File: src/design/jctp_pkg.sv
// Shared types, constants and reciprocal tables for the JC69 transition
// probability pipeline. No dependencies.
`default_nettype none

package jctp_pkg;

  localparam int DIST_FRAC_BITS_DEF = 16;
  localparam int OUT_FRAC_BITS_DEF  = 30;

  localparam int DIST_W = 24;
  localparam int OUT_W  = 32;

  localparam logic [32:0] Q32_ONE = 33'h1_0000_0000;
  localparam logic [31:0] LN2_Q32 = 32'hB172_17F8;

  // range-reduction width: x below 32*ln2 fits in 37 bits
  localparam int                RED_W     = 37;
  localparam int                N_W       = 5;
  localparam logic [RED_W-1:0] UFLOW_LIM = 37'h16_2E42_FF00;

  localparam int POLY_TERMS  = 12;
  localparam int POLY_STAGES = 2 * POLY_TERMS;

  localparam int FRONT_STAGES = 2;
  localparam int OUT_STAGES   = 5;
  localparam int PIPE_LATENCY = FRONT_STAGES + N_W + POLY_STAGES + OUT_STAGES;

  typedef enum logic [1:0] {
    MODE_PROB   = 2'd0,
    MODE_DERIV1 = 2'd1,
    MODE_DERIV2 = 2'd2,
    MODE_UNUSED = 2'd3
  } mode_t;

  typedef struct packed {
    mode_t          mode;
    logic           diag;
    logic           uflow;
    logic [N_W-1:0] n;
  } side_t;

  // ceil(2^(32+l)/k), l = ceil(log2 k): exact floor(t/k) for 32-bit t
  function automatic logic [32:0] poly_recip(input int k);
    logic [32:0] m;
    case (k)
      1:       m = 33'd4294967296;
      2:       m = 33'd4294967296;
      3:       m = 33'd5726623062;
      4:       m = 33'd4294967296;
      5:       m = 33'd6871947674;
      6:       m = 33'd5726623062;
      7:       m = 33'd4908534053;
      8:       m = 33'd4294967296;
      9:       m = 33'd7635497416;
      10:      m = 33'd6871947674;
      11:      m = 33'd6247225158;
      12:      m = 33'd5726623062;
      default: m = 33'd4294967296;
    endcase
    return m;
  endfunction

  function automatic int poly_log(input int k);
    int l;
    case (k)
      1:       l = 0;
      2:       l = 1;
      3:       l = 2;
      4:       l = 2;
      5:       l = 3;
      6:       l = 3;
      7:       l = 3;
      8:       l = 3;
      default: l = 4;
    endcase
    return l;
  endfunction

endpackage

`default_nettype wire

File: src/design/jctp_front.sv
// Front end: scales the distance to x = floor(4/3 * d) in Q.32 and flags
// exponent underflow. Depends on jctp_pkg.
`default_nettype none

module jctp_front #(
  parameter int DIST_FRAC_BITS = jctp_pkg::DIST_FRAC_BITS_DEF
) (
  input  logic                           clk,
  input  logic                           rst_n,
  input  logic                           in_valid,
  input  logic [1:0]                     in_mode,
  input  logic [1:0]                     in_from_base,
  input  logic [1:0]                     in_to_base,
  input  logic [jctp_pkg::DIST_W-1:0]    in_dist,
  output logic                           out_valid,
  output jctp_pkg::side_t                out_side,
  output logic [jctp_pkg::RED_W-1:0]     out_red
);
  import jctp_pkg::*;

  // 4*dq = d << K
  localparam int K  = 34 - DIST_FRAC_BITS;
  localparam int XW = 24 + K;

  localparam logic [24:0]   DIV3_M  = 25'd22369622;
  localparam int            DIV3_SH = 26;
  localparam logic [XW-1:0] FRAC1   = XW'((64'd1 << K) / 64'd3);
  localparam logic [XW-1:0] FRAC2   = XW'((64'd1 << (K + 1)) / 64'd3);

  logic [48:0] prod3;
  logic [22:0] q3_nxt;
  logic [24:0] q3x3;
  logic [24:0] diff;
  side_t       side1_nxt;

  logic        s1_vld_r;
  side_t       s1_side_r;
  logic [22:0] s1_q3_r;
  logic [1:0]  s1_rem_r;

  logic [XW-1:0]    frac;
  logic [XW-1:0]    x;
  logic [63:0]      x64;
  side_t            side2_nxt;

  logic             s2_vld_r;
  side_t            s2_side_r;
  logic [RED_W-1:0] s2_red_r;

  always_comb begin
    prod3  = 49'(in_dist) * 49'(DIV3_M);
    q3_nxt = prod3[48:DIV3_SH];
    q3x3   = {2'b00, q3_nxt} + {1'b0, q3_nxt, 1'b0};
    diff   = {1'b0, in_dist} - q3x3;

    side1_nxt.mode  = mode_t'(in_mode);
    side1_nxt.diag  = (in_from_base == in_to_base);
    side1_nxt.uflow = 1'b0;
    side1_nxt.n     = '0;
  end

  always_comb begin
    case (s1_rem_r)
      2'd1:    frac = FRAC1;
      2'd2:    frac = FRAC2;
      default: frac = '0;
    endcase
    x   = (XW'(s1_q3_r) << K) + frac;
    x64 = 64'(x);

    side2_nxt       = s1_side_r;
    side2_nxt.uflow = (x64 >= 64'(UFLOW_LIM));
  end

  always_ff @(posedge clk) begin
    if (!rst_n) begin
      s1_vld_r <= 1'b0;
      s2_vld_r <= 1'b0;
    end else begin
      s1_vld_r <= in_valid;
      s2_vld_r <= s1_vld_r;
    end
  end

  always_ff @(posedge clk) begin
    s1_side_r <= side1_nxt;
    s1_q3_r   <= q3_nxt;
    s1_rem_r  <= diff[1:0];
    s2_side_r <= side2_nxt;
    s2_red_r  <= x64[RED_W-1:0];
  end

  assign out_valid = s2_vld_r;
  assign out_side  = s2_side_r;
  assign out_red   = s2_red_r;

endmodule

`default_nettype wire

File: config.mk
export PLATFORM = sky130hd
export DESIGN_NAME = jctp_front
export DESIGN_NICKNAME = d
export VERILOG_FILES = /design/src/design/jctp_pkg.sv /design/src/design/jctp_front.sv
export SDC_FILE = /design/constraint.sdc
export NUM_CORES = 1
export LEC_CHECK = 0
export BUFFER_PORTS_ARGS = -buffer_cell sky130_fd_sc_hd__buf_4
export CORE_MARGIN = 5
export CORE_UTILIZATION = 39
export CTS_CLUSTER_DIAMETER = 80
export CTS_CLUSTER_SIZE = 25
export DETAILED_ROUTE_END_ITERATION = 7
export SETUP_SLACK_MARGIN = 0.15
export SKIP_CTS_REPAIR_TIMING = 1
export SLEW_MARGIN = 20
export SYNTH_ARGS = -nofsm -noshare
export SYNTH_HDL_FRONTEND = slang
export SYNTH_SLANG_ARGS = --single-unit
File: constraint.sdc
create_clock -name clk -period 8.8 [get_ports clk]
set_input_delay 1.32 -clock clk [delete_from_list [all_inputs] [get_ports clk]]
set_output_delay 1.32 -clock clk [all_outputs]
set_load 0.01 [all_outputs]
==> flow_summary.rst <==
.. list-table::
   :header-rows: 1

   * - Metric
     - Value
   * - GRT overflow
     - 0
   * - Initial antenna violation count
     - 0
   * - Std-Cell Rows
     - between 60 and 70
   * - Arrival time worst endpoint
     - about 7.5 ns
   * - Die width
     - roughly 180 um
   * - Final HPWL DP
     - roughly 25 mm
   * - Filler cells
     - ~3000
   * - Inserted Diodes
     - 0
   * - Critical register-to-register path startpoint
     - s1_rem_r[0]
   * - Detailed-route wire length per cell
     - roughly 17 um
   * - Setup repair after global routing missed its margin
     - no
   * - Cell count after synthesis
     - 1146
   * - TNS Setup
     - 0 ns
   * - Vias in the first global route
     - between 8000 and 9000
   * - Root Driver
     - sky130_fd_sc_hd__clkbuf_16
   * - Effective utilization at floorplan
     - slightly below 40%
   * - H-tree Lvls
     - 2
   * - Syn avg cell area
     - between 10 and 15 um2
   * - Vert. Die Dim
     - approximately 180 um
   * - Path class of the lowest-slack min-delay path
     - reg -> reg
   * - CTS tree
     - yes
   * - Die Outline Area
     - about 34000 um2
   * - Net total in the final layout
     - ~1700
   * - Share of the core filled with cells in the final layout
     - 43.00%
   * - Routed via count
     - around 7500
   * - Area taken by flip-flops and latches
     - between 1000 and 1500 um2
   * - Slew HR
     - 57.83%
   * - Most common library cell in the layout ignoring fill and taps
     - sky130_fd_sc_hd__inv_1
   * - Global-route wire length before repair
     - approximately 44 mm
   * - Number of warnings printed during yosys synthesis
     - 0
   * - Most common flop cell mapped by yosys
     - sky130_fd_sc_hd__dfxtp_1
   * - Shortest clock period the worst path allows after layout
     - approximately 7.3 ns
   * - Max-slew violation total from the final report
     - 0
   * - Area Overhead vs Synth
     - 9.139%
   * - Worst EP required
     - 9.02 ns
   * - Most frequent cells in the layout
     - sky130_fd_sc_hd__inv_1 (395), sky130_fd_sc_hd__ha_1 (260), sky130_fd_sc_hd__fa_1 (217), sky130_fd_sc_hd__buf_4 (74), sky130_fd_sc_hd__dfxtp_1 (55)
   * - Setup crit start
     - in_dist[1]
   * - Clock slew at the register clock pins of the worst setup and hold paths
     - approximately 0.070 ns
   * - Number of failing hold endpoints at the final stage
     - 0
   * - Clk Latency, worst-skew pair
     - between 0.2 and 0.3 ns
   * - Start point of the worst hold path
     - s1_side_r[6]
   * - Count of unique library cells instantiated by Yosys
     - 57
   * - CTS sink count
     - 55
   * - FFs w/ async S/R, synth
     - 0%
   * - Number of enable flip-flop cells after synthesis
     - 0
   * - Number of nets with antenna violations after detailed routing
     - 0
   * - Placed cell count
     - 1591
   * - GP Congestion
     - approximately 0.91
   * - Start-to-end type of the worst setup path
     - in -> reg
   * - Critical Path Start Type
     - input port
   * - Gr usage total
     - 16.74%
   * - Count of buffers inserted at the top-level ports
     - between 70 and 80
   * - Final standard cell count with taps included and fillers excluded
     - 1599
   * - Maximum number of pins on one net before global-route repair
     - 17
   * - Number of buffers on the longest clock path
     - 2
   * - Ports placed on the boundary
     - 80
   * - DRC violation count after routing
     - 0
   * - Via/cell ratio
     - between 4 and 5
   * - Number of synthesized register bits
     - 55
   * - Worst clock skew
     - about 0.0055 ns
   * - Endpoint kind of the worst setup timing path
     - register
   * - Highest clock rate
     - approximately 0.14 GHz
   * - Status
     - completed
   * - Share of the clock period used by the worst path after layout
     - about 83%
   * - Multi-input gate area in the final layout
     - between 8000 and 9000 um2
   * - Drt first pass iters
     - 5
   * - Area of the core
     - 29640 um2
   * - Fraction of layout instances using a drive strength above 1
     - around 8.5%
   * - Max-cap viol count
     - 0
   * - Post-Synthesis Cell Area
     - around 12000 um2
   * - DR iter-0 viols
     - 226
   * - Transition time at the pin with the least slew margin
     - 0.6244 ns
   * - Sequential share of the synthesized area
     - around a tenth
   * - Routed WL
     - approximately 27 mm
   * - Top fanout value on the critical path
     - 11
   * - Number of buffers inserted during clock tree synthesis
     - 5
   * - Setup violation total in the final timing report
     - 0
[flip-flops by register name, summed over array words and instances (netlist names)]
register and cells:
s1_q3_r 23, out_red 21, out_side 4, s1_side_r 3, s1_rem_r 2, out_valid 1
s1_vld_r 1
[path summary, 6_finish.rpt]
path                                     to  slack, ns  cells past startpoint
worst min-delay path            out_side[6]       0.33                      0
worst min register to register  out_side[6]       0.33                      0
worst max-delay path            s1_rem_r[1]       1.49                     23
worst max register to register  out_side[5]       6.56                     10
[per-layer routing]
layer  share of wire (%)  up-vias  global-route usage (%)
li1                    -     3580                       -
met3                 3.9       45                   2.836
met4                 2.9        0                   4.440
met5                   0        -                       0
met2                  50      133                   29.16
met1                  43     3731                   21.66
[cell usage after synthesis, types with 4 or more instances]
cell type                  instances  area, um2
sky130_fd_sc_hd__a21o_1           11      82.58
sky130_fd_sc_hd__buf_4            21      157.7
sky130_fd_sc_hd__and2_1            5      31.28
sky130_fd_sc_hd__nand2_1          20      75.07
sky130_fd_sc_hd__nand4_1           6      37.54
sky130_fd_sc_hd__nand3_1           8      40.04
sky130_fd_sc_hd__fa_1            217       4344
sky130_fd_sc_hd__inv_1           395       1483
sky130_fd_sc_hd__a211o_1           4      35.03
sky130_fd_sc_hd__a211oi_1          5      37.54
sky130_fd_sc_hd__ha_1            260       3253
sky130_fd_sc_hd__dfxtp_1          55       1101
sky130_fd_sc_hd__xor2_1           10      87.58
sky130_fd_sc_hd__nor2_1           15      56.30
sky130_fd_sc_hd__o21ai_0          12      60.06
sky130_fd_sc_hd__xnor2_1          17      148.9
sky130_fd_sc_hd__a21oi_1          26      130.1
[metrics by stage]
step	hold slack [ns]	area (um2)	worst slack [ns]
3_5_place_dp	0.3132	12570	1.158
5_1_grt	0.3340	12740	1.144
6_report	0.3273	12740	1.488
2_1_floorplan	0.3096	11690	1.890
4_1_cts	0.3297	12740	1.455
3_3_place_gp	0.3095	12570	1.272
[area by class of cell]
type | instances | share of cell area, %
Multi-Input combinational cell | 677 | 70.17
Clock buffer | 6 | 1.090
Tap cell | 390 | 3.829
Clock inverter | 2 | 0.2749
Inverter | 395 | 11.63
Timing Repair Buffer | 74 | 4.359
Sequential cell | 55 | 8.639
[kinds of logic (layout without fill, tap and decap cells)]
logic type | count (synthesis) | in the layout | share of synthesized area, %
adders and majority gates | 477 | 477 | 65.06
buffers and inverters | 418 | 477 | 14.11
AOI/OAI and AO/OA | 93 | 93 | 5.968
and+or+nand+nor | 74 | 74 | 3.236
DFF | 55 | 55 | 9.429
xor gates and xnor gates | 28 | 28 | 2.164
other | 1 | 5 | 0.03211
[critical path: stages]
cell and delay (ns):
sky130_fd_sc_hd__buf_4 0.18, sky130_fd_sc_hd__ha_1 0.35, sky130_fd_sc_hd__xor2_1 0.52, sky130_fd_sc_hd__ha_1 0.35, sky130_fd_sc_hd__inv_1 0.08, sky130_fd_sc_hd__fa_1 0.41
sky130_fd_sc_hd__inv_1 0.09, sky130_fd_sc_hd__fa_1 0.41, sky130_fd_sc_hd__fa_1 0.54, sky130_fd_sc_hd__inv_1 0.05, sky130_fd_sc_hd__fa_1 0.52, sky130_fd_sc_hd__inv_1 0.05
sky130_fd_sc_hd__fa_1 0.48, sky130_fd_sc_hd__ha_1 0.31, sky130_fd_sc_hd__nand2_1 0.08, sky130_fd_sc_hd__or4_1 0.49, sky130_fd_sc_hd__nor3_1 0.20, sky130_fd_sc_hd__a211o_1 0.20
sky130_fd_sc_hd__xor2_2 0.22, sky130_fd_sc_hd__ha_1 0.20, sky130_fd_sc_hd__xor2_1 0.19, sky130_fd_sc_hd__xnor2_1 0.15, sky130_fd_sc_hd__xnor2_1 0.13
Power is left out: the tool's default activity adds up to more than one toggle a clock period on the data nets, which glitch-free logic cannot reach.
